==> src/rtl/gyro_still_bias_calibrator_top_assert.svh <==
// Assertion macros for the gyro still bias calibrator.
// Used by the modules that assert; they need aclk and aresetn in scope.
`ifndef GYRO_STILL_BIAS_CALIBRATOR_TOP_ASSERT_SVH
`define GYRO_STILL_BIAS_CALIBRATOR_TOP_ASSERT_SVH
`ifndef NO_ASSERTIONS
`define GSBC_ASSERT(label, prop) \
    label: assert property (@(posedge aclk) disable iff (!aresetn) prop) \
        else $error("gsbc assertion failed");
`define GSBC_ASSERT_NEXT(label, ante, cons) \
    label: assert property (@(posedge aclk) disable iff (!aresetn) (ante) |=> (cons)) \
        else $error("gsbc next-cycle assertion failed");
`else
`define GSBC_ASSERT(label, prop)
`define GSBC_ASSERT_NEXT(label, ante, cons)
`endif
`endif

==> src/rtl/gsbc_pkg.sv <==
// Types and constants shared by the gyro still bias calibrator modules.
// No dependencies.
package gsbc_pkg;

    localparam int RAW_W      = 16;
    localparam int RAW_EXT_W  = 24;
    localparam int THRESH_W   = 15;
    localparam int TICK_W     = 12;
    localparam int LIMIT_W    = 16;
    localparam int WEIGHT_W   = 24;
    localparam int BIAS_W     = 32;
    localparam int FRAC_BITS  = 16;
    localparam int QUEUE_DEPTH = 2;

    localparam int CFG_IDX_W  = 3;
    localparam int CFG_DATA_W = 24;

    localparam logic [CFG_IDX_W-1:0] CFG_STILL_THRESHOLD     = 3'd0;
    localparam logic [CFG_IDX_W-1:0] CFG_STILL_TICKS_NEEDED  = 3'd1;
    localparam logic [CFG_IDX_W-1:0] CFG_ACCUMULATE_TICKS    = 3'd2;
    localparam logic [CFG_IDX_W-1:0] CFG_LATERAL_ACCEL_LIMIT = 3'd3;
    localparam logic [CFG_IDX_W-1:0] CFG_BLEND_WEIGHT        = 3'd4;

    localparam logic [THRESH_W-1:0] RST_STILL_THRESHOLD     = 15'd205;
    localparam logic [TICK_W-1:0]   RST_STILL_TICKS_NEEDED  = 12'd100;
    localparam logic [TICK_W-1:0]   RST_ACCUMULATE_TICKS    = 12'd400;
    localparam logic [LIMIT_W-1:0]  RST_LATERAL_ACCEL_LIMIT = 16'd50;
    localparam logic [WEIGHT_W-1:0] RST_BLEND_WEIGHT        = 24'd1678;

    typedef struct packed {
        logic signed [RAW_W-1:0] rate_x;
        logic signed [RAW_W-1:0] rate_y;
        logic signed [RAW_W-1:0] rate_z;
        logic signed [RAW_W-1:0] lin_accel_x;
        logic signed [RAW_W-1:0] lin_accel_y;
        logic                    in_flight;
        logic                    sticks_quiet;
    } in_item_t;

    typedef struct packed {
        logic                     rejected;
        logic                     never_rejected;
        logic                     accumulating;
        logic                     committed;
        logic signed [BIAS_W-1:0] bias_x;
        logic signed [BIAS_W-1:0] bias_y;
        logic signed [BIAS_W-1:0] bias_z;
    } out_item_t;

    // Classified item handed from the front to the back.
    typedef struct packed {
        logic             guard_fail;
        logic             still;
        logic [RAW_W-1:0] rate_x;
        logic [RAW_W-1:0] rate_y;
        logic [RAW_W-1:0] rate_z;
    } q_item_t;

    typedef struct packed {
        logic [THRESH_W-1:0] still_threshold;
        logic [TICK_W-1:0]   still_ticks_needed;
        logic [TICK_W-1:0]   accumulate_ticks;
        logic [LIMIT_W-1:0]  lateral_accel_limit;
        logic [WEIGHT_W-1:0] blend_weight;
    } cfg_t;

    typedef enum logic [2:0] {
        ST_IDLE,
        ST_DIV,
        ST_SAT,
        ST_MUL,
        ST_ADD
    } back_state_t;

endpackage

==> src/rtl/gsbc_front.sv <==
// Front end: accepts input items, applies the flight and lateral guard and
// the stillness test. Depends on gsbc_pkg.
module gsbc_front #(
    parameter int SAMPLE_BITS = 16
) (
    input  logic              s_valid,
    output logic              s_ready,
    input  gsbc_pkg::in_item_t s_data,
    input  gsbc_pkg::cfg_t    cfg,
    input  logic              q_full,
    output logic              q_push,
    output gsbc_pkg::q_item_t q_data
);
    import gsbc_pkg::*;

    localparam int MAG_W = SAMPLE_BITS + 1;
    localparam int CMP_W = (MAG_W > THRESH_W) ? MAG_W : THRESH_W;

    logic [2:0][RAW_W-1:0]     raw;
    logic [2:0][RAW_EXT_W-1:0] raw_ext;
    logic signed [MAG_W-1:0]   rate_w [3];
    logic [MAG_W-1:0]          rate_mag [3];
    logic [2:0]                moving;
    logic [RAW_W:0]            ax_mag;
    logic [RAW_W:0]            ay_mag;
    logic [RAW_W:0]            lat_sum;
    logic                      still;

    assign raw = {s_data.rate_z, s_data.rate_y, s_data.rate_x};

    always_comb begin
        for (int i = 0; i < 3; i++) begin
            // Only the low SAMPLE_BITS of the field carry the sample.
            raw_ext[i]  = {{(RAW_EXT_W-RAW_W){1'b0}}, raw[i]};
            rate_w[i]   = MAG_W'(signed'(raw_ext[i][SAMPLE_BITS-1:0]));
            rate_mag[i] = rate_w[i][MAG_W-1] ? MAG_W'(-rate_w[i]) : MAG_W'(rate_w[i]);
            moving[i]   = CMP_W'(rate_mag[i]) >= CMP_W'(cfg.still_threshold);
        end
    end

    assign still = ~|moving;

    assign ax_mag = s_data.lin_accel_x[RAW_W-1]
                  ? (RAW_W+1)'(-{s_data.lin_accel_x[RAW_W-1], s_data.lin_accel_x})
                  : (RAW_W+1)'({1'b0, s_data.lin_accel_x});
    assign ay_mag = s_data.lin_accel_y[RAW_W-1]
                  ? (RAW_W+1)'(-{s_data.lin_accel_y[RAW_W-1], s_data.lin_accel_y})
                  : (RAW_W+1)'({1'b0, s_data.lin_accel_y});
    assign lat_sum = ax_mag + ay_mag;

    assign s_ready = !q_full;
    assign q_push  = s_valid && !q_full;

    always_comb begin
        q_data.guard_fail = !s_data.in_flight || !s_data.sticks_quiet
                          || (lat_sum > {1'b0, cfg.lateral_accel_limit});
        q_data.still      = still;
        q_data.rate_x     = raw[0];
        q_data.rate_y     = raw[1];
        q_data.rate_z     = raw[2];
    end

endmodule

==> config.mk <==
export PLATFORM = sky130hd
export DESIGN_NAME = gsbc_front
export DESIGN_NICKNAME = d
export VERILOG_FILES = /design/src/rtl/gyro_still_bias_calibrator_top_assert.svh /design/src/rtl/gsbc_pkg.sv /design/src/rtl/gsbc_front.sv
export SDC_FILE = /design/constraint.sdc
export NUM_CORES = 1
export LEC_CHECK = 0
export ABC_AREA = 1
export BUFFER_PORTS_ARGS = -buffer_cell sky130_fd_sc_hd__buf_2
export CORE_MARGIN = 5
export CORE_UTILIZATION = 49
export DETAILED_ROUTE_END_ITERATION = 8
export PLACE_DENSITY_LB_ADDON = 0.3
export SKIP_LAST_GASP = 1
export SLEW_MARGIN = 20
export SYNTH_ARGS = -nofsm -noshare
export SYNTH_HDL_FRONTEND = slang
export SYNTH_SLANG_ARGS = --single-unit
==> constraint.sdc <==
create_clock -name vclk -period 5.2
set_input_delay 1.04 -clock vclk [all_inputs]
set_output_delay 1.04 -clock vclk [all_outputs]
set_load 0.05 [all_outputs]
-- Word-level counts from Yosys, hierarchy flattened
Cells that the tools add are included.
- $add $sub $neg: 6
- multipliers: 0
- div/mod/pow operators: 0
- $lt $le $gt $ge: 4
- eq/ne operators: 0
- shifts and indexed selects: 0
- multiplexer cells: 5
- bitwise gates (word level): 0
- reductions and logical operators: 8
- operators by type and width (kind ; number):
    17-bit 2-to-1 mux ; 5
    17-bit by 15-bit greater-or-equal comparator with 1-bit output ; 3
    16-bit negator with 17-bit output ; 3
    17-bit negator ; 2
    17-bit adder ; 1
    17-bit by 16-bit greater-than comparator with 1-bit output ; 1
    1-bit logical NOT ; 4
    3-bit OR reduction ; 1
    1-bit logical OR ; 2
    1-bit logical AND ; 1
- register bits: 0
- latch bits: 0
- bits in writable memories: 0
- memory bits (read-only): 0
- input bits: 163
- output and inout port bits: 52
- logic and storage cells: 23
- memories kept: 0

-- Longest topological paths before layout
Gate-level depths: netlist of the first run.
- depth in word-level cells: 5
- gate-level depth with buffers: 26
- depth with buffers taken out: 26

-- Worst setup path after synthesis of the first run
No wires, ideal clock.
- path type: input port to output port
- start point: input s_data[19] (netlist bit)
- end point: output q_data[49] (netlist bit)
- data arrival time: 3852 ps
- required time: 4160 ps
- setup slack: 308 ps
- stages: 23
- buffers on the path: 0
- cells stage by stage: inv_1 > ha_1 > nand2_1 > o21ai_0 > inv_1 > fa_1 > o21ai_2 > a21boi_2 > o21ai_2 > xor2_1 > ha_1 > nand2_1 > nor2_1 > nand3b_1 > nand3_1 > nand2_1 > nand2_1 > nand2_1 > nand2_1 > nand2_1 > nand2_1 > nand2_1 > nand2_1
- RTL lines (element ; RTL line ; source):
    from (decl) ; gsbc_front.sv:8 ; input gsbc_pkg::in_item_t s_data,
    to (decl) ; gsbc_front.sv:12 ; output gsbc_pkg::q_item_t q_data

==> results of run 1 <==
## stage by stage
step           total power [µW]  std cells    util  setup TNS, ns  setup WS [ns]
3_5_place_dp              724.0        918  0.5783       -0.09675       -0.09675
5_1_grt                   886.2        923  0.6063        -0.1983        -0.1983
4_1_cts                   731.3        918  0.5795              0        0.01185
3_3_place_gp              694.1        918  0.5783              0        0.01826
6_report                  785.8        924  0.6066              0        0.03010
2_1_floorplan             545.0        681       -              0         0.3076
## repair_timing
action                     in CTS  in global routing
setup buffers                   0                  6
gates resized for setup         3                 50
pin swaps                       0                 52
setup endpoints to repair       1                  1
## worst max-delay path, stage by stage
cell and delay, ns:
buf_6 0.10, inv_4 0.06, buf_6 0.10, nand3_4 0.08, nor2_4 0.14, nand2_1 0.06, nand2_1 0.07, xor2_1 0.17
ha_1 0.32, a21oi_2 0.18, a21boi_2 0.21, o21ai_2 0.09, buf_4 0.14, a21oi_2 0.13, xor2_1 0.16, ha_1 0.28
a21oi_2 0.14, o21a_1 0.13, nand2_1 0.05, nand2_1 0.06, nand2_1 0.04, nand2_1 0.05, nand2_1 0.05, nand2_1 0.05
nand2_1 0.06, buf_6 0.15
## layer usage
layer / wire length [µm] / track usage / part of all wire / vias up
li1: - / - / - / 2417
met1: 4719 / 0.2410 / 0.41 / 2064
met2: 5964 / 0.4088 / 0.52 / 141
met3: 626 / 0.01006 / 0.054 / 24
met4: 265 / 0.04382 / 0.023 / 0
met5: 0 / 0 / 0 / -
## synth_stat cells (all sizes together)
| master | number | share of area |
|---|---|---|
| o21bai | 3 | 0.0053 |
| a211oi | 3 | 0.0053 |
| o22ai | 2 | 0.0029 |
| a21o | 3 | 0.0053 |
| or3 | 1 | 0.0015 |
| o21a | 3 | 0.0053 |
| clkbuf | 1 | 0.00088 |
| nand2 | 143 | 0.13 |
| ha | 82 | 0.24 |
| nor4 | 4 | 0.0073 |
| xnor2 | 21 | 0.043 |
| nor3b | 2 | 0.0035 |
| xor2 | 53 | 0.11 |
| nand4 | 8 | 0.013 |
| nor3 | 13 | 0.023 |
| nor2 | 59 | 0.055 |
| nand3 | 24 | 0.032 |
| o21ai | 38 | 0.049 |
| a21boi | 3 | 0.0070 |
| a2111oi | 1 | 0.0021 |
| a22oi | 1 | 0.0018 |
| inv | 113 | 0.099 |
| a21oi | 41 | 0.051 |
| buf | 53 | 0.091 |
| nand3b | 3 | 0.0082 |
| fa | 1 | 0.0047 |
| o31ai | 2 | 0.0067 |
## cell families after synthesis
logic type	synth area share
buffers and inverters	0.1910
AO/OA/AOI/OAI	0.1412
adder cells (fa/ha/maj)	0.2449
AND/OR/NAND/NOR	0.2710
XOR/XNOR	0.1518
## cell type report
| type | count | area (µm²) | share of cell area |
|---|---|---|---|
| antenna | 1 | 2.502 | 0.0004801 |
| inverter | 113 | 431.7 | 0.08281 |
| multi-input combinational | 514 | 3623 | 0.6952 |
| tap | 108 | 135.1 | 0.02592 |
| timing repair buffer | 188 | 1020 | 0.1956 |
## power groups by stage
| stage | clock network [µW] | logic, µW | registers, µW |
|---|---|---|---|
| after floorplan | 0 | 545 | 0 |
| after global placement | 0 | 694 | 0 |
| after detailed placement | 0 | 724 | 0 |
| after CTS | 0 | 731 | 0 |
| after global routing | 0 | 886 | 0 |
| final | 0.0000257 | 786 | 0 |
## worst max-delay path by stage
stage                     from          to  slack [ns]  depth (start not counted)
detailed placement   s_data[2]  q_data[49]        -0.1                         26
global placement     s_data[2]  q_data[49]        0.02                         26
CTS                  s_data[2]  q_data[49]        0.01                         26
floorplan           s_data[19]  q_data[49]        0.31                         23
finish               s_data[3]  q_data[49]        0.03                         26
global route         s_data[3]  q_data[49]       -0.20                         27
==> flow_summary_export.csv, run 1 <==
group,metric,value,unit
outcome,outcome,"finished clean",
global_route,grt_overflow_total,0,
finish,clkbuf_count,0,
die,core,8593,µm²
place,hpwlAfterDp,10.36,mm
place,gp_congestion,0.9243,
sta,period_minus_slack,5.170,ns
sta,timing_hold_violations_final,0,
critical_path,cp.required,4.16,ns
sta,max_slew_margin,0.6763,
die,io_pins,215,
power_and_ir_drop,p_int,316.5,µW
sta,tightest_slew,0.4805,ns
hold_path,whs_endpoint,"q_data[33]",
place,dpl_cell_area,4970,µm²
routing,ant_nets,0,
global_route,grt_pass1_vias,4537,
finish,design.seq.count,0,
routing,wl_per_cell,12.53,µm
power_and_ir_drop,clkPwrFrac,0,
finish,fin_nets,1063,
power_and_ir_drop,switching_share,0.5972,
finish,layout_commonest_cell,"buf_2",
clock_network,postCtsHoldBufs,0,
power_and_ir_drop,switching_power,469.3,µW
routing,drtIter0Drc,104,
power_and_ir_drop,ir_worst_vdd,0.05883,mV
synthesis,synth_cell_types,42,
power_and_ir_drop,leakage,0.003010,µW
finish,most-common-layout-cells,"164 x buf_2, 133 x nand2_1, 108 x inv_1, 79 x ha_1, 52 x xor2_1",
global_route,grt_pass1_wl,18.43,mm
routing,first_pass_iters,4,
finish,area_delta_synth_final,22.06,%
finish,regArea,0,µm²
sta,slew_viol_final,0,
critical_path,crit_fanout,4,
routing,viasPerCell,5.028,
global_route,grt_max_degree,15,
power_and_ir_drop,seqPwrFrac,0,
sta,finalSetupViolCount,0,
finish,finalInstanceArea,5213,µm²
place,portBuffers,167,
critical_path,crit_type,"in -> out",
die,die_h,103.4,µm
finish,drive_gt1_frac,0.3092,
hold_path,min_from,"s_data[67]",
synthesis,synth_warnings,0,
global_route,grt_use_total,0.2064,
critical_path,critPathCaptureType,"output port",
synthesis,netlist_area,4270,µm²
die,initial_utilization,0.4969,
sta,fin_crit_sh,0.9942,
synthesis,syn_nets,927,
synthesis,syn_inst,681,
job,maxCapViolations,0,
finish,n_fill_cell,826,
sta,hold-worst-slack,2.381,ns
power_and_ir_drop,combPwrFrac,1.000,
sta,rsz0062_at_grt,"true",
sta,clock.fmax,193.4,MHz
routing,vias,4646,
power_and_ir_drop,power_density,150.8,nW/µm²
critical_path,start_kind,"input pin",
hold_path,hold-path-cell-count,2,
routing,drt_drc_violations_left,0,
die,rows,34,
die,dieArea,10680,µm²
die,die_w,103.4,µm
routing,routed_wl,11.58,mm
synthesis,syn_area_per_cell,6.271,µm²
synthesis,ys_seq_area_frac,0,
hold_path,hp-class,"in -> out",
global_route,antenna_found_initial,0,
critical_path,critical_path_arrival,4.13,ns
No activity file was read; power rests on OpenSTA's default activity.
==> run 2: changes to the inputs <==
--- a/config.mk
+++ b/config.mk
@@ -11,6 +11,7 @@
 export CORE_UTILIZATION = 49
 export DETAILED_ROUTE_END_ITERATION = 8
 export PLACE_DENSITY_LB_ADDON = 0.3
+export SETUP_SLACK_MARGIN = 0.2
 export SKIP_LAST_GASP = 1
 export SLEW_MARGIN = 20
 export SYNTH_ARGS = -nofsm -noshare
==> run 2 against run 1 <==
- cell count did not move
- global-route usage did not move
- cell area grew 0.24%
==> flow_summary_export.csv, run 2 (same netlist as run 1, synthesis figures left out) <==
group,metric,value,unit
finish,most-common-layout-cells,"164 x buf_2, 131 x nand2_1, 103 x inv_1, 79 x ha_1, 53 x xor2_1",
routing,vias,4621,
critical_path,critPathCaptureType,"output port",
finish,clkbuf_count,0,
power_and_ir_drop,p_total,777.1,µW
routing,ant_nets,0,
die,initial_utilization,0.4969,
routing,drt_drc_violations_left,0,
routing,routed_wl,11.64,mm
sta,finalSetupViolCount,0,
critical_path,cp.required,4.16,ns
sta,fin_crit_sh,0.9804,
finish,fin_nets,1062,
hold_path,whs_endpoint,"q_data[33]",
global_route,antenna_found_initial,0,
sta,slew_viol_final,0,
sta,max_slew_margin,0.6924,
global_route,grt_pass1_wl,18.44,mm
global_route,grt_pass1_vias,4553,
job,maxCapViolations,0,
power_and_ir_drop,ir_worst_vdd,0.05888,mV
die,dieArea,10680,µm²
sta,timing_hold_violations_final,0,
finish,fin_cells,924,
die,die_h,103.4,µm
critical_path,crit_type,"in -> out",
critical_path,critical_path_arrival,4.06,ns
global_route,grt_max_degree,15,
die,core,8593,µm²
finish,n_fill_cell,818,
finish,layout_commonest_cell,"buf_2",
routing,wl_per_cell,12.60,µm
outcome,outcome,"finished clean",
critical_path,start_kind,"input pin",
finish,regArea,0,µm²
place,gp_congestion,0.9243,
hold_path,hp-class,"in -> out",
routing,first_pass_iters,5,
finish,area_delta_synth_final,22.36,%
die,rows,34,
sta,rsz0062_at_grt,"true",
die,io_pins,215,
power_and_ir_drop,power_density,148.7,nW/µm²
sta,worst_slack,0.1021,ns
global_route,grt_overflow_total,0,
place,pre_cts_slack,-0.09675,ns
place,dp.cells,918,
place,portBuffers,167,
finish,drive_gt1_frac,0.3170,
routing,drtIter0Drc,107,
hold_path,hold-path-cell-count,2,
sta,clock.fmax,196.2,MHz
place,hpwlAfterDp,10.36,mm
routing,viasPerCell,5.001,
global_route,grt_use_total,0.2064,
sta,tightest_slew,0.4566,ns
critical_path,crit_fanout,3,
power_and_ir_drop,leakage,0.002997,µW
finish,design.seq.count,0,
sta,period_minus_slack,5.098,ns
die,die_w,103.4,µm
hold_path,min_from,"s_data[67]",
-- run 2: changes by cell type in the layout (fill, tap and decap cells not counted), sizes merged --
cell,delta
buf,-1
diode,+1
-- run 2: critical path, stage by stage --
cell and delay, ns:
buf_2 0.11, inv_2 0.06, nand2_1 0.08, nor2_2 0.16, nand2_2 0.08, nor2_2 0.16, nand3_1 0.11, o21ai_2 0.15
xnor2_1 0.09, ha_1 0.33, nand2_2 0.08, nor2_2 0.15, nand3_1 0.09, nand4_1 0.13, xor2_1 0.17, ha_1 0.28
a21oi_2 0.15, o21a_1 0.13, nand2_1 0.05, nand2_1 0.06, nand2_1 0.04, nand2_1 0.05, nand2_1 0.05, nand2_1 0.05
nand2_1 0.06, buf_6 0.15
-- run 2: where the power goes --
part | switching, µW | internal, µW
Clock | 0 | 0.0000516
Sequential | 0 | 0
Combinational | 468 | 309
-- run 2: repair_timing --
item                                   CTS  global route
endpoints found under the hold margin    0             0
gates resized for setup                 14            52
pin swaps                               10            46
hold buffers                             0             0
setup endpoints to repair                1             1
setup buffers                            1             3
-- run 2: final cells by class --
cell class / instances / area [µm²] / share of cell area
antenna: 2 / 5.005 / 0.0009579
inverter: 113 / 439.2 / 0.08405
multi-input combinational: 514 / 3633 / 0.6954
tap: 108 / 135.1 / 0.02586
timing repair buffer: 187 / 1012 / 0.1937
-- run 2: through the flow --
| stage | utilization | hold WS [ns] | TNS, ns | area [µm²] |
|---|---|---|---|---|
| 3_5_place_dp | 0.5783 | 2.383 | -0.09675 | 4970 |
| 3_3_place_gp | 0.5783 | 2.383 | 0 | 4970 |
| 4_1_cts | 0.5850 | 2.383 | 0 | 5027 |
| 2_1_floorplan | - | 2.247 | 0 | 4270 |
| 6_report | 0.6080 | 2.381 | 0 | 5225 |
| 5_1_grt | 0.6075 | 2.386 | -0.1597 | 5220 |
-- run 2: how the worst max path moves through the flow --
stage                     slack, ns    endpoint       start  depth (start not counted)
after floorplan                0.31  q_data[49]  s_data[19]                         23
after global placement         0.02  q_data[49]   s_data[2]                         26
after detailed placement       -0.1  q_data[49]   s_data[2]                         26
after CTS                      0.03  q_data[49]   s_data[2]                         25
after global routing          -0.16  q_data[49]   s_data[3]                         27
final                          0.10  q_data[49]  s_data[22]                         26
-- run 2: routing by layer --
metal | GRT usage | share of wire
met1 | 0.2410 | 0.41
met4 | 0.04382 | 0.017
met2 | 0.4088 | 0.52
met3 | 0.01006 | 0.051
met5 | 0 | 0
==> run 3: changes to the inputs <==
--- a/config.mk
+++ b/config.mk
@@ -6,10 +6,10 @@
 export NUM_CORES = 1
 export LEC_CHECK = 0
 export ABC_AREA = 1
-export BUFFER_PORTS_ARGS = -buffer_cell sky130_fd_sc_hd__buf_2
 export CORE_MARGIN = 5
-export CORE_UTILIZATION = 49
+export CORE_UTILIZATION = 60
 export DETAILED_ROUTE_END_ITERATION = 8
+export DONT_BUFFER_PORTS = 1
 export PLACE_DENSITY_LB_ADDON = 0.3
 export SETUP_SLACK_MARGIN = 0.2
 export SKIP_LAST_GASP = 1
==> run 3 against run 2 <==
- wire length is 7.6% lower
- sequential share of layout area stayed put
- utilization is 3.1 points higher
- die area is 17% lower
==> flow_summary_export.csv, run 3 (same netlist as run 1, synthesis figures left out) <==
group,metric,value,unit
routing,vias,4043,
die,dieArea,8905,µm²
global_route,grt_max_degree,16,
power_and_ir_drop,p_total,644.5,µW
sta,fin_crit_sh,0.9982,
critical_path,critical_path_arrival,4.15,ns
critical_path,crit_path_cell_trace,"inv_1 -> ha_4 -> nand2_4 -> nor3_2 -> a21oi_2 -> nor2_2 -> xor2_1 -> ha_1 -> a21oi_1 -> nand4_4 -> buf_4 -> a21oi_1 -> xnor2_1 -> ha_1 -> nand2_1 -> nor2_1 -> nand4_1 -> nand2_1 -> nand2_2 -> buf_12",
critical_path,start_kind,"input pin",
power_and_ir_drop,switching_power,363.2,µW
routing,wl_per_cell,14.45,µm
power_and_ir_drop,power_density,146.9,nW/µm²
global_route,grt_pass1_vias,3930,
place,dp.cells,726,
routing,drt_drc_violations_left,0,
power_and_ir_drop,ir_worst_vdd,0.05524,mV
sta,finalSetupViolCount,0,
global_route,antenna_found_initial,0,
sta,period_minus_slack,5.191,ns
die,io_pins,215,
critical_path,slowest_delay,0.31,ns
routing,routed_wl,10.75,mm
power_and_ir_drop,switching_share,0.5636,
routing,viasPerCell,5.434,
sta,timing_hold_violations_final,0,
global_route,grt_pass1_wl,16.46,mm
finish,design.seq.count,0,
finish,fin_nets,896,
finish,diodes,0,
sta,slew_viol_final,0,
finish,clkbuf_count,0,
critical_path,crit_type,"in -> out",
clock_network,postCtsHoldBufs,0,
finish,layout_commonest_cell,"nand2_1",
place,gp_congestion,0.9509,
sta,rsz0062_at_grt,"true",
global_route,grt_use_total,0.2213,
power_and_ir_drop,clkPwrFrac,0,
sta,hold-worst-slack,2.080,ns
place,hpwlAfterDp,9.013,mm
job,maxCapViolations,0,
place,pre_cts_slack,0.009883,ns
sta,max_slew_margin,0.4034,
finish,fin_cells,744,
power_and_ir_drop,leakage,0.002345,µW
die,core,6869,µm²
die,die_h,94.37,µm
critical_path,crit_fanout,4,
place,portBuffers,0,
critical_path,critPathCaptureType,"output port",
hold_path,hp-class,"in -> out",
routing,ant_nets,0,
finish,area_delta_synth_final,2.754,%
die,die_w,94.37,µm
finish,most-common-layout-cells,"131 x nand2_1, 105 x inv_1, 79 x ha_1, 53 x xor2_1, 47 x nor2_1",
routing,first_pass_iters,4,
finish,drive_gt1_frac,0.1435,
critical_path,slowest_stage,"ha_1",
sta,finalSetupTns,0,ns
power_and_ir_drop,combPwrFrac,1.000,
routing,drtIter0Drc,114,
outcome,outcome,"finished clean",
critical_path,crit_family,"simple AND/OR/NAND/NOR gates",
sta,tightest_slew,0.8916,ns
global_route,grt_overflow_total,0,
power_and_ir_drop,seqPwrFrac,0,
die,initial_utilization,0.6217,
sta,worst_slack,0.009480,ns
finish,regArea,0,µm²
sta,clock.fmax,192.7,MHz
critical_path,path_buf_inv,3,
power_and_ir_drop,p_int,281.3,µW
critical_path,cp.required,4.16,ns
die,rows,30,
## run 3: cell types whose count changed in the layout (fill, tap and decap cells not counted), sizes merged
cell      delta
buf        -166
clkinvlp     +3
diode        -2
inv          -3
## run 3: layout make-up
| class | instances | area [µm²] |
|---|---|---|
| well taps | 96 | 120.1 |
| fillers | 610 | 2481 |
| multi-input cells | 514 | 3662 |
| inverters | 113 | 435.4 |
| repair buffers | 21 | 170.2 |
## run 3: routing by layer
| layer | part of all wire | vias to the layer above | global-route usage |
|---|---|---|---|
| li1 | - | 2083 | - |
| met1 | 0.36 | 1820 | 0.2196 |
| met2 | 0.56 | 121 | 0.4728 |
| met3 | 0.065 | 19 | 0.03426 |
| met4 | 0.021 | 0 | 0.04091 |
| met5 | 0 | - | 0 |
## run 3: what timing repair did
action                                  4_1_cts  5_1_grt
pin swaps                                    23       42
endpoints found under the hold margin         0        0
endpoints found under the setup margin        1        1
gates resized for setup                      12       44
gates cloned                                  0        0
buffers inserted                              5       13
## run 3: metrics by stage
step / cell area [µm²] / util
after floorplan: 4270 / -
after global placement: 4034 / 0.5873
after detailed placement: 4034 / 0.5873
after CTS: 4119 / 0.5996
after global routing: 4388 / 0.6388
final: 4388 / 0.6388
## run 3: power groups by stage
stage                     Clock [µW]  Combinational (µW)  Sequential (µW)
final                              0                 644                0
after global routing               0                 730                0
after CTS                          0                 557                0
after detailed placement           0                 543                0
after global placement             0                 516                0
after floorplan                    0                 545                0
## run 3: final timing paths
check | startpoint | endpoint | slack, ns | depth (start not counted)
max | s_data[18] | q_data[49] | 0.009 | 20
min | s_data[45] | q_data[11] | 2.08 | 0
