**src/rtl/gyro_still_bias_calibrator_top_assert.svh**
```systemverilog
// Assertion macros for the gyro still bias calibrator.
// Used by the modules that assert; they need aclk and aresetn in scope.
`ifndef GYRO_STILL_BIAS_CALIBRATOR_TOP_ASSERT_SVH
`define GYRO_STILL_BIAS_CALIBRATOR_TOP_ASSERT_SVH
`ifndef NO_ASSERTIONS
`define GSBC_ASSERT(label, prop) \
    label: assert property (@(posedge aclk) disable iff (!aresetn) prop) \
        else $error("gsbc assertion failed");
`define GSBC_ASSERT_NEXT(label, ante, cons) \
    label: assert property (@(posedge aclk) disable iff (!aresetn) (ante) |=> (cons)) \
        else $error("gsbc next-cycle assertion failed");
`else
`define GSBC_ASSERT(label, prop)
`define GSBC_ASSERT_NEXT(label, ante, cons)
`endif
`endif

```
**src/rtl/gsbc_pkg.sv**
```systemverilog
// Types and constants shared by the gyro still bias calibrator modules.
// No dependencies.
package gsbc_pkg;

    localparam int RAW_W      = 16;
    localparam int RAW_EXT_W  = 24;
    localparam int THRESH_W   = 15;
    localparam int TICK_W     = 12;
    localparam int LIMIT_W    = 16;
    localparam int WEIGHT_W   = 24;
    localparam int BIAS_W     = 32;
    localparam int FRAC_BITS  = 16;
    localparam int QUEUE_DEPTH = 2;

    localparam int CFG_IDX_W  = 3;
    localparam int CFG_DATA_W = 24;

    localparam logic [CFG_IDX_W-1:0] CFG_STILL_THRESHOLD     = 3'd0;
    localparam logic [CFG_IDX_W-1:0] CFG_STILL_TICKS_NEEDED  = 3'd1;
    localparam logic [CFG_IDX_W-1:0] CFG_ACCUMULATE_TICKS    = 3'd2;
    localparam logic [CFG_IDX_W-1:0] CFG_LATERAL_ACCEL_LIMIT = 3'd3;
    localparam logic [CFG_IDX_W-1:0] CFG_BLEND_WEIGHT        = 3'd4;

    localparam logic [THRESH_W-1:0] RST_STILL_THRESHOLD     = 15'd205;
    localparam logic [TICK_W-1:0]   RST_STILL_TICKS_NEEDED  = 12'd100;
    localparam logic [TICK_W-1:0]   RST_ACCUMULATE_TICKS    = 12'd400;
    localparam logic [LIMIT_W-1:0]  RST_LATERAL_ACCEL_LIMIT = 16'd50;
    localparam logic [WEIGHT_W-1:0] RST_BLEND_WEIGHT        = 24'd1678;

    typedef struct packed {
        logic signed [RAW_W-1:0] rate_x;
        logic signed [RAW_W-1:0] rate_y;
        logic signed [RAW_W-1:0] rate_z;
        logic signed [RAW_W-1:0] lin_accel_x;
        logic signed [RAW_W-1:0] lin_accel_y;
        logic                    in_flight;
        logic                    sticks_quiet;
    } in_item_t;

    typedef struct packed {
        logic                     rejected;
        logic                     never_rejected;
        logic                     accumulating;
        logic                     committed;
        logic signed [BIAS_W-1:0] bias_x;
        logic signed [BIAS_W-1:0] bias_y;
        logic signed [BIAS_W-1:0] bias_z;
    } out_item_t;

    // Classified item handed from the front to the back.
    typedef struct packed {
        logic             guard_fail;
        logic             still;
        logic [RAW_W-1:0] rate_x;
        logic [RAW_W-1:0] rate_y;
        logic [RAW_W-1:0] rate_z;
    } q_item_t;

    typedef struct packed {
        logic [THRESH_W-1:0] still_threshold;
        logic [TICK_W-1:0]   still_ticks_needed;
        logic [TICK_W-1:0]   accumulate_ticks;
        logic [LIMIT_W-1:0]  lateral_accel_limit;
        logic [WEIGHT_W-1:0] blend_weight;
    } cfg_t;

    typedef enum logic [2:0] {
        ST_IDLE,
        ST_DIV,
        ST_SAT,
        ST_MUL,
        ST_ADD
    } back_state_t;

endpackage

```
**src/rtl/gsbc_queue.sv**
```systemverilog
// Short queue between the front end and the back end.
// Depends on gsbc_pkg.
module gsbc_queue (
    input  logic              aclk,
    input  logic              aresetn,
    input  logic              push,
    input  gsbc_pkg::q_item_t push_data,
    output logic              full,
    input  logic              pop,
    output logic              q_valid,
    output gsbc_pkg::q_item_t pop_data
);
    import gsbc_pkg::*;

    localparam int PTR_W = $clog2(QUEUE_DEPTH);
    localparam int CNT_W = $clog2(QUEUE_DEPTH + 1);

    q_item_t          entry_reg [QUEUE_DEPTH];
    logic [PTR_W-1:0] wr_ptr_reg, wr_ptr_next;
    logic [PTR_W-1:0] rd_ptr_reg, rd_ptr_next;
    logic [CNT_W-1:0] count_reg, count_next;
    logic             do_pop;

    assign full     = count_reg == CNT_W'(QUEUE_DEPTH);
    assign q_valid  = count_reg != '0;
    assign do_pop   = pop && q_valid;
    assign pop_data = entry_reg[rd_ptr_reg];

    always_comb begin
        wr_ptr_next = wr_ptr_reg;
        rd_ptr_next = rd_ptr_reg;
        count_next  = count_reg;
        if (push) begin
            wr_ptr_next = (wr_ptr_reg == PTR_W'(QUEUE_DEPTH - 1)) ? '0 : wr_ptr_reg + 1'b1;
        end
        if (do_pop) begin
            rd_ptr_next = (rd_ptr_reg == PTR_W'(QUEUE_DEPTH - 1)) ? '0 : rd_ptr_reg + 1'b1;
        end
        if (push && !do_pop) begin
            count_next = count_reg + 1'b1;
        end else if (!push && do_pop) begin
            count_next = count_reg - 1'b1;
        end
    end

    always_ff @(posedge aclk) begin
        if (!aresetn) begin
            wr_ptr_reg <= '0;
            rd_ptr_reg <= '0;
            count_reg  <= '0;
        end else begin
            wr_ptr_reg <= wr_ptr_next;
            rd_ptr_reg <= rd_ptr_next;
            count_reg  <= count_next;
        end
    end

    always_ff @(posedge aclk) begin
        if (push) begin
            entry_reg[wr_ptr_reg] <= push_data;
        end
    end

endmodule

```
**config.mk**
```make
export PLATFORM = sky130hd
export DESIGN_NAME = gsbc_queue
export DESIGN_NICKNAME = d
export VERILOG_FILES = /design/src/rtl/gyro_still_bias_calibrator_top_assert.svh /design/src/rtl/gsbc_pkg.sv /design/src/rtl/gsbc_queue.sv
export SDC_FILE = /design/constraint.sdc
export NUM_CORES = 1
export LEC_CHECK = 0
export ABC_AREA = 1
export BUFFER_PORTS_ARGS = -buffer_cell sky130_fd_sc_hd__clkbuf_2
export CAP_MARGIN = 20
export CORE_MARGIN = 4
export CORE_UTILIZATION = 52
export DETAILED_ROUTE_END_ITERATION = 10
export PLACE_DENSITY = 0.88
export SYNTH_ARGS = -nofsm -noshare
export SYNTH_HDL_FRONTEND = slang
export SYNTH_SLANG_ARGS = --single-unit
```
**constraint.sdc**
```tcl
create_clock -name aclk -period 3.93 [get_ports aclk]
set_clock_uncertainty 0.05 [all_clocks]
set_input_delay 0.1965 -clock aclk [delete_from_list [all_inputs] [get_ports aclk]]
set_output_delay 0.1965 -clock aclk [all_outputs]
set_load 0.01 [all_outputs]
```
---- Word-level counts from Yosys, hierarchy flattened ----
Memories as Yosys holds them, arrays and structs flattened. A register that Yosys moved wholly into a read port is not among the register bits.
Index checks and enable logic that the tools add are counted.
operators by class
  add/subtract/negate cells ............... 4
  multipliers ............................. 0
  div/mod/pow operators ................... 0
  $lt $le $gt $ge ......................... 0
  equality and inequality tests ........... 1
  shift-type cells ........................ 0
  mux-type cells .......................... 8
  bitwise logic cells ..................... 0
  reductions and logical operators ........ 7
operators with widths
  operator                                          count
  2-to-1 mux 1 bit                                  6
  2-to-1 mux 2 bit                                  2
  nonzero test 2 bit                                2
  logical AND 1 bit                                 3
  adder 1 bit, second input constant                2
  adder 2 x 1 -> 2 bit, second input constant       1
  == test 2 bit, second input constant              1
  zero test 1 bit                                   2
  subtractor 2 x 1 -> 2 bit, second input constant  1
word-level totals
  register bits ........................... 4
  latch bits .............................. 0
  bits in writable memories ............... 100
  bits in read-only memories .............. 0
  bits of input ports ..................... 54
  output and inout bits ................... 52
  word-level logic and storage cells ...... 24
  memories kept ........................... 1
memories
  memory     words  width  read ports  clocked after memory_dff  wr ports  line              source
  entry_reg  2      50     1           1                         1         gsbc_queue.sv:18  q_item_t entry_reg [QUEUE_DEPTH];

---- Longest topological paths before layout ----
Gate-level depths: netlist (run 1).
  depth after elaboration ................. 5
  mapped depth ............................ 9

---- Worst setup path after synthesis (run 1) ----
Ideal clock, no wire load.
  path kind ............................... flip-flop to flip-flop
  start point ............................. reg wr_ptr_reg
  end point ............................... mem entry_reg[0][0] (netlist bit), enable pin
  library setup time ...................... 0.459 ns
  data arrival time ....................... 2.418 ns
  path slack .............................. 1.003 ns
  cell stages (with the launch flop) ...... 2
  path buffers ............................ 0
  cells stage by stage .................... dfxtp_1 > nor2_1
RTL lines
  what                    line              source
  from (decl)             gsbc_queue.sv:19  logic [PTR_W-1:0] wr_ptr_reg, wr_ptr_next;
  from (signal assigned)  gsbc_queue.sv:52  wr_ptr_reg <= wr_ptr_next;
  to (decl)               gsbc_queue.sv:18
Straight into the memory's write port.

==> results by group, run 1 <==
Yosys
  • Most instantiated library cell after synthesis: edfxtp_1
  • Area contributors post-synth: edfxtp_1 (73%), mux2_4 (18%), buf_12 (2.4%)
  • Post-Synthesis Cells: approximately 190
  • Synth unique cells: 14
  • Average cell area after synthesis: 21.36 um^2
  • Mapped Nets: 247
  • Synth Flop Type: edfxtp_1
  • Sequential share of the synthesized area: 0.7568
  • Yosys warnings: 0
  • Post-synth EDFFs: 100
  • Largest area contributor in the netlist: edfxtp_1
  • Synthesized area: 0.004100 mm^2
  • Register bit total from synthesis: 105
  • Most frequent cells after synthesis: edfxtp_1 (100), mux2_4 (50), nand2_1 (9)
  • Ys async rst share: 0
  • Share of the synthesized area in the top cell type: 0.7324

Floorplanning
  • Die height: 96.80 um
  • Initial Util: 0.5334
  • I/O pins: 106
  • Total core area: approximately 0.0077 mm^2
  • Rows: 32
  • Die width: 96.80 um
  • DIE AREA: 0.009369 mm^2

STA
  • Fmax: 484.7 MHz
  • Final hold vios: 0
  • Final hold slack: 0.05243 ns
  • Max-slew violation count: 0
  • Final setup TNS: 0 ns
  • Final Setup Violations: 0
  • Final worst slack: ~1.9 ns
  • Tmin final: between 2 and 2.5 ns
  • Post-route clock period utilization: 0.5250
  • RSZ-0062 raised after global routing: false
  • Slew at the pin closest to its max-slew limit: 0.9241 ns
  • Relative slew margins: 0.3839

Job
  • Max-Cap Viols: 0

Cells and area
  • Fill cells: 508
  • Largest register FFs: 100
  • N_diodes: 0
  • Nets: 409
  • Area delta synth->final: 31.52%
  • Share of cells above drive strength 1: 0.4819
  • Final non-filler cell total: about 460

Place
  • PortBufs: 105
  • RePlAce Congestion: 0.7148
  • Placed insts: 394
  • Pre-CTS setup slack: 2.033 ns
  • Hpwl dp: 4233 um

Global route
  • Global-route wire length before repair: ~11000 um
  • Initial antenna violation count: 0
  • GRT Residual Overflow: 0
  • Largest net degree at the start of global routing: 51
  • Vias in the first global route: around 2300
  • GRT Total Usage: 0.1427

Pwr
  • PwrDens: 446.3 mW/mm^2
  • Maximum VDD drop: between 0.0002 and 0.00025 V
  • P_leak: approximately 2.2 nW
  • Total chip power: around 2.4 mW

Setup path
  • Worst-path fanout max: 50
  • FF-to-FF Start: wr_ptr_reg$_SDFFE_PN0P_
  • CP Data Required Time: 3.68 ns
  • Reg2Reg Depth: 2
  • Critical Path Source Type: register
  • Crit. End Element: primary output
  • Crit path DAT: roughly 1.8 ns
  • Reg2Reg Setup Slack: 2.12 ns
  • Worst r2r dst: entry_reg[0][40]$_DFFE_PP_
  • Setup CP Type: register to primary output

Clock tree
  • Setup repair bufs after CTS: 0
  • Total CTS buffers: 9
  • Clock Tree Buf Depth: 2
  • CTS tree: yes
  • Clk sinks: 105
  • Number of H-tree levels: 3
  • Clk slew on worst S/H paths: 0.09 ns
  • Root Buffer: clkbuf_8
  • Clk_lat worst skew: 0.33 ns

Min path
  • Hold path depth: 3
  • Hold-critical path endpoint: wr_ptr_reg$_SDFFE_PN0P_
  • Hold_sp: aresetn
  • Worst hold path type: input pin to register

Route
  • DR WL/cell: 14.36 um
  • Routed WL: about 6600 um
  • Avg Vias per Cell: about 4.7
  • DRT Pass-1 Iters: 4
  • Remaining DRCs: 0
  • Initial DRC count: between 70 and 80
  • DR vias: 2175
  • Post-route ant nets: 0

Outcome
  • Outcome: finished, final reports clean
## worst max path at each step
| stage | start | to | slack (ns) |
|---|---|---|---|
| finish | register | pop_data[47] | 1.87 |
| detailed placement | push | entry_reg[0][8]$_DFFE_PP_ | 2.03 |
| global placement | push | entry_reg[0][48]$_DFFE_PP_ | 2.09 |
| global route | register | pop_data[45] | 1.77 |
| CTS | register | pop_data[20] | 1.83 |
| floorplan | wr_ptr_reg$_SDFFE_PN0P_ | entry_reg[0][0]$_DFFE_PP_ | 1.00 |
## report_power, final
group | internal [mW] | total [mW] | leakage, nW | switching, mW
sequential | 1.29 | 1.35 | 0.981 | 0.0593
combinational | 0.226 | 0.375 | 1.11 | 0.149
clock | 0.358 | 0.677 | 0.101 | 0.319
total | 1.88 | 2.41 | 2.20 | 0.527
## timing repair
item	in CTS	in global routing
hold buffers	50	0
gates resized for setup	0	0
setup endpoints to repair	0	0
endpoints found under the hold margin	100	0
## worst max-delay path: stages (launching register included)
cell and delay, ns:
dfxtp_4 0.97, mux2_4 0.36, clkbuf_2 0.13
## per-layer routing
| metal | up-vias | track usage | wire length, um |
|---|---|---|---|
| li1 | 1052 | - | - |
| met1 | 1051 | 0.1687 | 2680 |
| met2 | 62 | 0.2537 | 3545 |
| met3 | 10 | 0.03100 | 307 |
| met4 | 0 | 0.05508 | 89 |
| met5 | - | 0 | 0 |
## cells by family after synthesis
| kind of cell | Yosys count | synth area share |
|---|---|---|
| AO/OA/AOI/OAI | 3 | 0.004271 |
| flip-flops | 105 | 0.7568 |
| buffers and inverters | 14 | 0.03448 |
| AND/OR/NAND/NOR | 19 | 0.01831 |
| multiplexers | 50 | 0.1831 |
| adder cells (fa/ha/maj) | 1 | 0.003051 |
## cell usage in the layout, fill, tap and decap left out
| master | count |
|---|---|
| buf_12 | 1 |
| inv_1 | 7 |
| bufinv_16 | 2 |
| clkbuf_2 | 105 |
| dfxtp_1 | 4 |
| o21ai_0 | 1 |
| nand3_1 | 1 |
| edfxtp_1 | 100 |
| o21a_1 | 1 |
| dfxtp_4 | 1 |
| nand4_1 | 1 |
| dlygate4sd3_1 | 50 |
| clkinv_4 | 1 |
| clkinv_1 | 1 |
| ha_1 | 1 |
| nor2_1 | 7 |
| nor2_4 | 1 |
| nand2_1 | 9 |
| clkinvlp_4 | 1 |
| a21oi_1 | 1 |
| inv_2 | 1 |
| mux2_4 | 50 |
| buf_4 | 1 |
| clkbuf_8 | 9 |
| clkbuf_1 | 2 |
## stage by stage
step | utilization | instance area (um^2)
2_1_floorplan | - | 4100
3_5_place_dp | 0.6063 | 4661
3_3_place_gp | 0.6063 | 4661
4_1_cts | 0.6989 | 5373
6_report | 0.7015 | 5393
5_1_grt | 0.7015 | 5393
## area by class of cell
class	instances	area (um^2)	area share
clock buffer	11	131.4	0.02436
clock inverter	5	80.08	0.01485
inverter	8	30.03	0.005568
multi-input combinational	73	863.3	0.1601
sequential	105	3107	0.5761
tap	102	127.6	0.02367
timing repair buffer	157	1054	0.1954
No activity file was read; power rests on OpenSTA's default activity.
==> run 2, diff against run 1 <==
- ABC_AREA: 1 -> 0
- CORE_UTILIZATION: 52 -> 51
- PLACE_DENSITY: 0.88 -> 0.87
- clock period: 3.93 -> 1.95 ns (I/O delays scaled with it)
==> run 2 against run 1 <==
  * Hold slack better by 0.0069 ns
  * Sequential power up 99%
  * Register-to-register slack worse by 1.7 ns
  * Critical path depth up 1
  * Power up 130%
  * Via count down 2.1%
  * Largest power group unchanged
  * Flip-flop and latch count unchanged
  * Critical path type unchanged
  * Cell count down 3.0%
  * Largest cell class unchanged
  * Routed wire length up 5.9%
  * Die area down 4.7%
  * Global-route usage up 2.2 points
  * Sequential share of layout area up 1.7 points
==> results by group, run 2 <==
STA
  • Post-route clock period utilization: 0.8470
  • RSZ-0062 raised after global routing: false
  • Tmin final: roughly 1.7 ns
  • Final worst slack: 0.2983 ns (-1.569 ns)
  • Final hold vios: 0 (unchanged)
  • Max-slew violation count: 0 (unchanged)
  • Final Setup Violations: 0 (unchanged)
  • Fmax: just over 600 MHz
  • Relative slew margins: 0.6841 (+0.3002)
  • Final setup TNS: 0 ns (unchanged)
  • Slew at the pin closest to its max-slew limit: 0.4739 ns (-0.4502 ns)

Route
  • M1 WL: 2821 um (+5.3%)
  • DR vias: 2130 (-2.1%)
  • Met2 WL: 3792 um (+7.0%)
  • Avg Vias per Cell: 4.765 (+1.0%)
  • DR WL/cell: 15.69 um (+9.2%)
  • Uppermost layer routed: met4
  • DRT Pass-1 Iters: 4 (unchanged)
  • Remaining DRCs: 0 (unchanged)
  • Routed WL: 7012 um (+5.9%)
  • Post-route ant nets: 0 (unchanged)
  • Initial DRC count: 96 (+32%)
  • Met3 wire len: 301 um (-2.0%)

Global route
  • Largest net degree at the start of global routing: 51 (unchanged)
  • Initial antenna violation count: 0 (unchanged)
  • Vias in the first global route: 2313 (+2.3%)
  • GRT Total Usage: 0.1643 (+0.02159)
  • Global-route wire length before repair: 10940 um (+2.5%)
  • GRT Residual Overflow: 0 (unchanged)

Setup path
  • Reg2Reg Setup Slack: 0.45 ns (-1.67 ns)
  • Crit. End Element: primary output
  • CP Data Required Time: 1.80 ns (-1.88 ns)
  • Crit path DAT: 1.50 ns (-0.32 ns)
  • FF-to-FF Start: count_reg[0]$_SDFFE_PN0P_
  • Critical Path Source Type: register
  • Worst-path fanout max: 50 (unchanged)
  • Setup CP Type: register to primary output

Yosys
  • Synth Area in Simple Gates: 0.01476 (-0.003550)
  • Post-synthesis compound-gate area fraction: 0.006560 (+0.002287)
  • Post-Synthesis Cells: 178 (-7.3%)
  • Most instantiated library cell after synthesis: edfxtp_1
  • Post-Synth XOR/XNOR Area: 0.006888 (+0.006888)
  • Post-synth EDFFs: 100 (unchanged)
  • Adder-Cell Fraction of Synth Area: 0.003280 (+0.0002282)
  • Largest family of logic cells by synthesized area: multiplexers
  • Synthesized area: 0.003815 mm^2 (-7.0%)
  • Average cell area after synthesis: 21.43 um^2 (+0.36%)
  • Register bit total from synthesis: 105 (unchanged)
  • Ys async rst share: 0 (unchanged)
  • Area contributors post-synth: edfxtp_1 (79%), mux2_2 (14%), dfxtp_1 (2.6%)
  • Yosys warnings: 0 (unchanged)
  • Most frequent cells after synthesis: edfxtp_1 (100), mux2_2 (46), buf_2 (5), dfxtp_1 (5)
  • Synth unique cells: 17 (+3)
  • Mux cell area share after synthesis: 0.1476 (-0.03550)
  • Synth Flop Type: edfxtp_1
  • Mapped Nets: 233 (-5.7%)
  • Largest area contributor in the netlist: edfxtp_1
  • Sequential share of the synthesized area: 0.8134 (+0.05659)
  • Share of the synthesized area in the top cell type: 0.7871 (+0.05477)

Pwr
  • Sequential share of power: 0.480 (-0.083)
  • Internal: 4.204 mW (+120%)
  • Share of total power in the clock network: 0.269 (-0.012)
  • Sw frac: 0.2495 (+0.03043)
  • Switching power: 1.398 mW (+170%)
  • PwrDens: 1070 mW/mm^2 (+140%)
  • P_leak: 2.012 nW (-8.4%)
  • Maximum VDD drop: 0.0007203 V (+200%)
  • Combinational share of power: 0.251 (+0.095)

Place
  • RePlAce Congestion: 0.6872 (-3.9%)
  • Pre-CTS setup slack: 0.4740 ns (-1.559 ns)
  • Hpwl dp: 4224 um (-0.20%)
  • PortBufs: 105 (unchanged)

Job
  • Max-Cap Viols: 0 (unchanged)

Clock tree
  • Clock Tree Buf Depth: 2 (unchanged)
  • CTS tree: yes
  • Clk sinks: 105 (unchanged)
  • Number of H-tree levels: 3 (unchanged)
  • Total CTS buffers: 9 (unchanged)
  • Root Buffer: clkbuf_8
  • CTS Hold Buffers Added: 51 (+2.0%)
  • # resized after CTS: 0 (unchanged)
  • Clk_lat worst skew: 0.34 ns (about the same)
  • Setup repair bufs after CTS: 0 (unchanged)
  • Clk slew on worst S/H paths: 0.09 ns (about the same)

Floorplanning
  • Die height: 94.49 um (-2.4%)
  • DIE AREA: 0.008928 mm^2 (-4.7%)
  • Total core area: 0.007253 mm^2 (-5.6%)
  • Rows: 31 (-3.1%)
  • I/O pins: 106 (unchanged)
  • Die width: 94.49 um (-2.4%)
  • Initial Util: 0.5260 (-0.007404)

Cells and area
  • Commonest non-fill, non-tap cells in the layout: clkbuf_2 (105), edfxtp_1 (100), dlygate4sd3_1 (51)
  • Nets: 399 (-2.4%)
  • Share of cells above drive strength 1: 0.5029 (+0.02098)
  • Largest register FFs: 100 (unchanged)
  • Area delta synth->final: 37.29%
  • Commonest non-fill, non-tap cell in the layout: clkbuf_2
  • N_diodes: 0 (unchanged)
  • Post-Route Utilization: 0.7221 (+0.02060)

Min path
  • Hold_sp: push
  • Worst hold path type: input pin to register

Outcome
  • Outcome: finished, final reports clean
==> run 2: cell types whose count changed in the layout (fill, tap and decap cells not counted), sizes merged, moves of 3 or more <==
cell,previous run,this run
and2,0,4
buf,2,5
inv,8,0
nand2,9,0
nor2,8,0
nor2b,0,3
==> run 2: power by group through the flow <==
stage | sequential [mW] | combinational [mW] | clock (mW)
after detailed placement | 2.74 | 1.34 | 0
after global placement | 2.73 | 1.31 | 0
final | 2.69 | 1.41 | 1.50
after floorplan | 2.72 | 0.859 | 0
after CTS | 2.69 | 1.43 | 1.54
after global routing | 2.71 | 1.52 | 1.63
==> run 2: layer usage <==
layer / global-route usage / vias up
met2: 0.2973 / 62
met4: 0.06250 / 0
met5: 0 / -
met1: 0.1947 / 1035
li1: - / 1024
met3: 0.03028 / 9
==> run 2: worst max-delay path, cell delays in order, from the launching register on <==
cell      delay (ns)
dfxtp_2         0.35
buf_12          0.26
mux2_1          0.38
clkbuf_2        0.14
==> run 2: stage by stage <==
step	hold WS (ns)	instance area, um^2	std cells	power, mW
floorplan	0.1464	3824	178	3.578
global placement	0.2361	4496	381	4.042
detailed placement	0.2400	4496	381	4.080
CTS	0.04131	5238	447	5.658
global route	0.07008	5238	447	5.862
finish	0.05933	5238	447	5.602
==> run 2: area by class of cell <==
cell class                      count  area, um^2
Multi-Input combinational cell     67       691.9
Tap cell                           99       123.9
Timing Repair Buffer              161        1086
Clock inverter                      6       107.6
Fill cell                         477        2016
Clock buffer                        9       123.9
Sequential cell                   105        3104
==> run 2: worst paths after layout <==
kind,to,depth (start not counted)
setup / recovery,pop_data[41],3
hold / removal,wr_ptr_reg$_SDFFE_PN0P_,3
setup reg to reg,count_reg[1]$_SDFFE_PN0P_,4
hold reg to reg,count_reg[1]$_SDFFE_PN0P_,2
==> run 2: logic make-up (layout without fill, tap and decap cells) <==
group / count (synthesis) / in the layout
AOI/OAI and AO/OA: 4 / 4
xor gates and xnor gates: 3 / 3
adders and majority gates: 1 / 1
buffers and inverters: 6 / 176
DFF: 105 / 105
muxes: 50 / 50
and+or+nand+nor: 9 / 9
==> run 3, diff against run 2 <==
- CORE_UTILIZATION: 51 -> 46
- PLACE_DENSITY: 0.87 -> 0.83
- clock period: 1.95 -> 1.5 ns (I/O delays scaled with it)
==> run 3 against run 2 <==
  * Count of clock-buffer cells in the layout rose by 3
  * The run now ends with negative setup slack left
  * Die area rose by 9.9%
  * Critical path type unchanged
  * Core utilization fell by 5.3 points
  * Global-route usage fell by 1.3 points
  * Critical endpoint is now pop_data[27]
  * Sequential power rose by 30%
  * Power rose by 25%
  * Cell area rose by 0.79%
==> results by group, run 3 (same netlist as run 2, synthesis figures left out) <==
Pwr
  • P_leak: 2.040 nW (+1.4%)
  • Total chip power: 6.986 mW (+25%)
  • Maximum VDD drop: 0.001013 V (+41%)
  • PwrDens: 1323 mW/mm^2 (+24%)

Route
  • Routed WL: 7027 um (+0.21%)
  • Met3 wire len: 387 um (+29%)
  • Met2 WL: 3827 um (+0.92%)
  • DRT Pass-1 Iters: 4 (unchanged)
  • Initial DRC count: 62 (-35%)
  • Remaining DRCs: 0 (unchanged)
  • Post-route ant nets: 0 (unchanged)
  • Uppermost layer routed: met4
  • DR WL/cell: 15.51 um (-1.1%)
  • Avg Vias per Cell: 4.702 (-1.3%)
  • DR vias: 2130 (unchanged)
  • M1 WL: 2740 um (-2.9%)

Setup path
  • Crit. End Element: primary output
  • Crit path cell chain: buf_12, mux2_2, clkbuf_2
  • Crit-path max cell delay: 0.38 ns (about the same)
  • Worst r2r dst: count_reg[1]$_SDFFE_PN0P_
  • Worst path slowest cell: dfxtp_4
  • Stages on the worst setup path: 3 (unchanged)
  • Reg2Reg Setup Slack: 0.06 ns (-0.39 ns)
  • FF-to-FF Start: count_reg[1]$_SDFFE_PN0P_
  • CP Data Required Time: 1.37 ns (-0.43 ns)
  • Buf+Inv Stages, Crit Path: 2 (unchanged)
  • Worst-path fanout max: 24 (-52%)
  • Critical Path Source Type: register
  • CP top delay family: flip-flops
  • Setup CP Type: register to primary output
  • Crit path DAT: 1.42 ns (-0.08 ns)
  • Reg2Reg Depth: 4 (unchanged)
  • CP endpoint: pop_data[27]

Floorplanning
  • Die width: 99.07 um (+4.8%)
  • DIE AREA: 0.009814 mm^2 (+9.9%)
  • Initial Util: 0.4837 (-0.04230)
  • Die height: 99.07 um (+4.8%)
  • Rows: 32 (+3.2%)
  • I/O pins: 106 (unchanged)
  • Total core area: 0.007888 mm^2 (+8.7%)

STA
  • Slew at the pin closest to its max-slew limit: 0.2853 ns (-0.1885 ns)
  • Fmax: 648.4 MHz
  • Final hold vios: 0 (unchanged)
  • Final Setup Violations: 40 (+40)
  • Tmin final: between 1.5 and 2 ns
  • Max-slew violation count: 0 (unchanged)
  • Final worst slack: -0.04231 ns (-0.3406 ns)
  • RSZ-0062 raised after global routing: true
  • Relative slew margins: 0.8098 (+0.1257)
  • Final setup TNS: -0.6822 ns (-0.6822 ns)
  • Post-route clock period utilization: 1.028

Cells and area
  • Largest register FFs: 100 (unchanged)
  • Commonest non-fill, non-tap cell in the layout: clkbuf_2
  • Nets: 401 (+0.50%)
  • Area delta synth->final: 38.37%
  • Post-route cell area: 0.005279 mm^2 (+0.79%)
  • Share of cells above drive strength 1: 0.5014 (-0.001449)
  • Commonest non-fill, non-tap cells in the layout: clkbuf_2 (105), edfxtp_1 (100), dlygate4sd3_1 (51)
  • N_diodes: 0 (unchanged)

Clock tree
  • Clk_lat worst skew: 0.34 ns (about the same)
  • Setup repair bufs after CTS: 0 (unchanged)
  • Clock Tree Buf Depth: 2 (unchanged)
  • Total CTS buffers: 9 (unchanged)
  • Root Buffer: clkbuf_8
  • CTS tree: yes
  • Clk sinks: 105 (unchanged)
  • Clk slew on worst S/H paths: 0.09 ns (about the same)
  • Number of H-tree levels: 3 (unchanged)

Global route
  • Vias in the first global route: 2386 (+3.2%)
  • Global-route wire length before repair: 11490 um (+5.0%)
  • GRT Residual Overflow: 0 (unchanged)
  • GRT Total Usage: 0.1512 (-0.01313)
  • Largest net degree at the start of global routing: 31 (-39%)
  • Initial antenna violation count: 0 (unchanged)

Min path
  • Worst hold path type: input pin to register

Place
  • PortBufs: 105 (unchanged)
  • RePlAce Congestion: 0.6442 (-6.3%)
  • Hpwl dp: 4347 um (+2.9%)
  • DP Area: 0.004553 mm^2 (+1.3%)

Outcome
  • Outcome: complete, but fails checks
  • Failing checks: negative setup slack

Job
  • Max-Cap Viols: 0 (unchanged)
-- run 3: tightest hold or removal path, stage by stage --
cell      delay [ns]
clkbuf_2        0.12
nor2b_1         0.12
o21a_1          0.10
-- run 3: where the power goes --
group / internal, mW / switching, mW / leakage (nW)
combinational: 1.08 / 0.910 / 0.980
clock: 0.611 / 0.883 / 0.0786
sequential: 3.42 / 0.0795 / 0.981
total: 5.11 / 1.87 / 2.04
-- run 3: per-stage QoR --
stage	hold WS, ns	setup WS, ns	cells	utilization
final	0.05922	-0.04231	453	0.6693
after global routing	0.05654	-0.1129	453	0.6693
after CTS	0.03368	-0.06883	453	0.6659
after detailed placement	0.2176	0.01290	386	0.5773
after global placement	0.2132	0.1065	386	0.5773
after floorplan	0.1239	-0.04682	178	-
-- run 3: cell type report --
| type | count | area [um^2] |
|---|---|---|
| Fill cell | 569 | 2609 |
| Timing Repair Buffer | 163 | 1139 |
| Multi-Input combinational cell | 67 | 740.7 |
| Clock buffer | 12 | 135.1 |
| Tap cell | 102 | 127.6 |
| Clock inverter | 4 | 28.78 |
| Sequential cell | 105 | 3108 |
-- run 3: timing repair --
action                                  CTS  global route
hold endpoints to repair                105             0
endpoints found under the setup margin   51            50
hold buffers                             51             0
resized for setup                         7             7
cloned                                    0             0
-- run 3: per-layer routing --
| metal | track usage | up-vias |
|---|---|---|
| met5 | 0 | - |
| met4 | 0.05987 | 0 |
| li1 | - | 1032 |
| met2 | 0.2665 | 68 |
| met1 | 0.1767 | 1020 |
| met3 | 0.03751 | 10 |
-- run 3: worst min path at each step --
stage	from	end	slack, ns	cells past startpoint
3_3_place_gp	push_data[37]	entry_reg[0][37]$_DFFE_PP_	0.21	1
6_report	push	wr_ptr_reg$_SDFFE_PN0P_	0.06	3
4_1_cts	push	wr_ptr_reg$_SDFFE_PN0P_	0.03	3
5_1_grt	push	wr_ptr_reg$_SDFFE_PN0P_	0.06	3
2_1_floorplan	push_data[0]	entry_reg[0][0]$_DFFE_PP_	0.12	0
3_5_place_dp	push_data[23]	entry_reg[1][23]$_DFFE_PP_	0.22	1
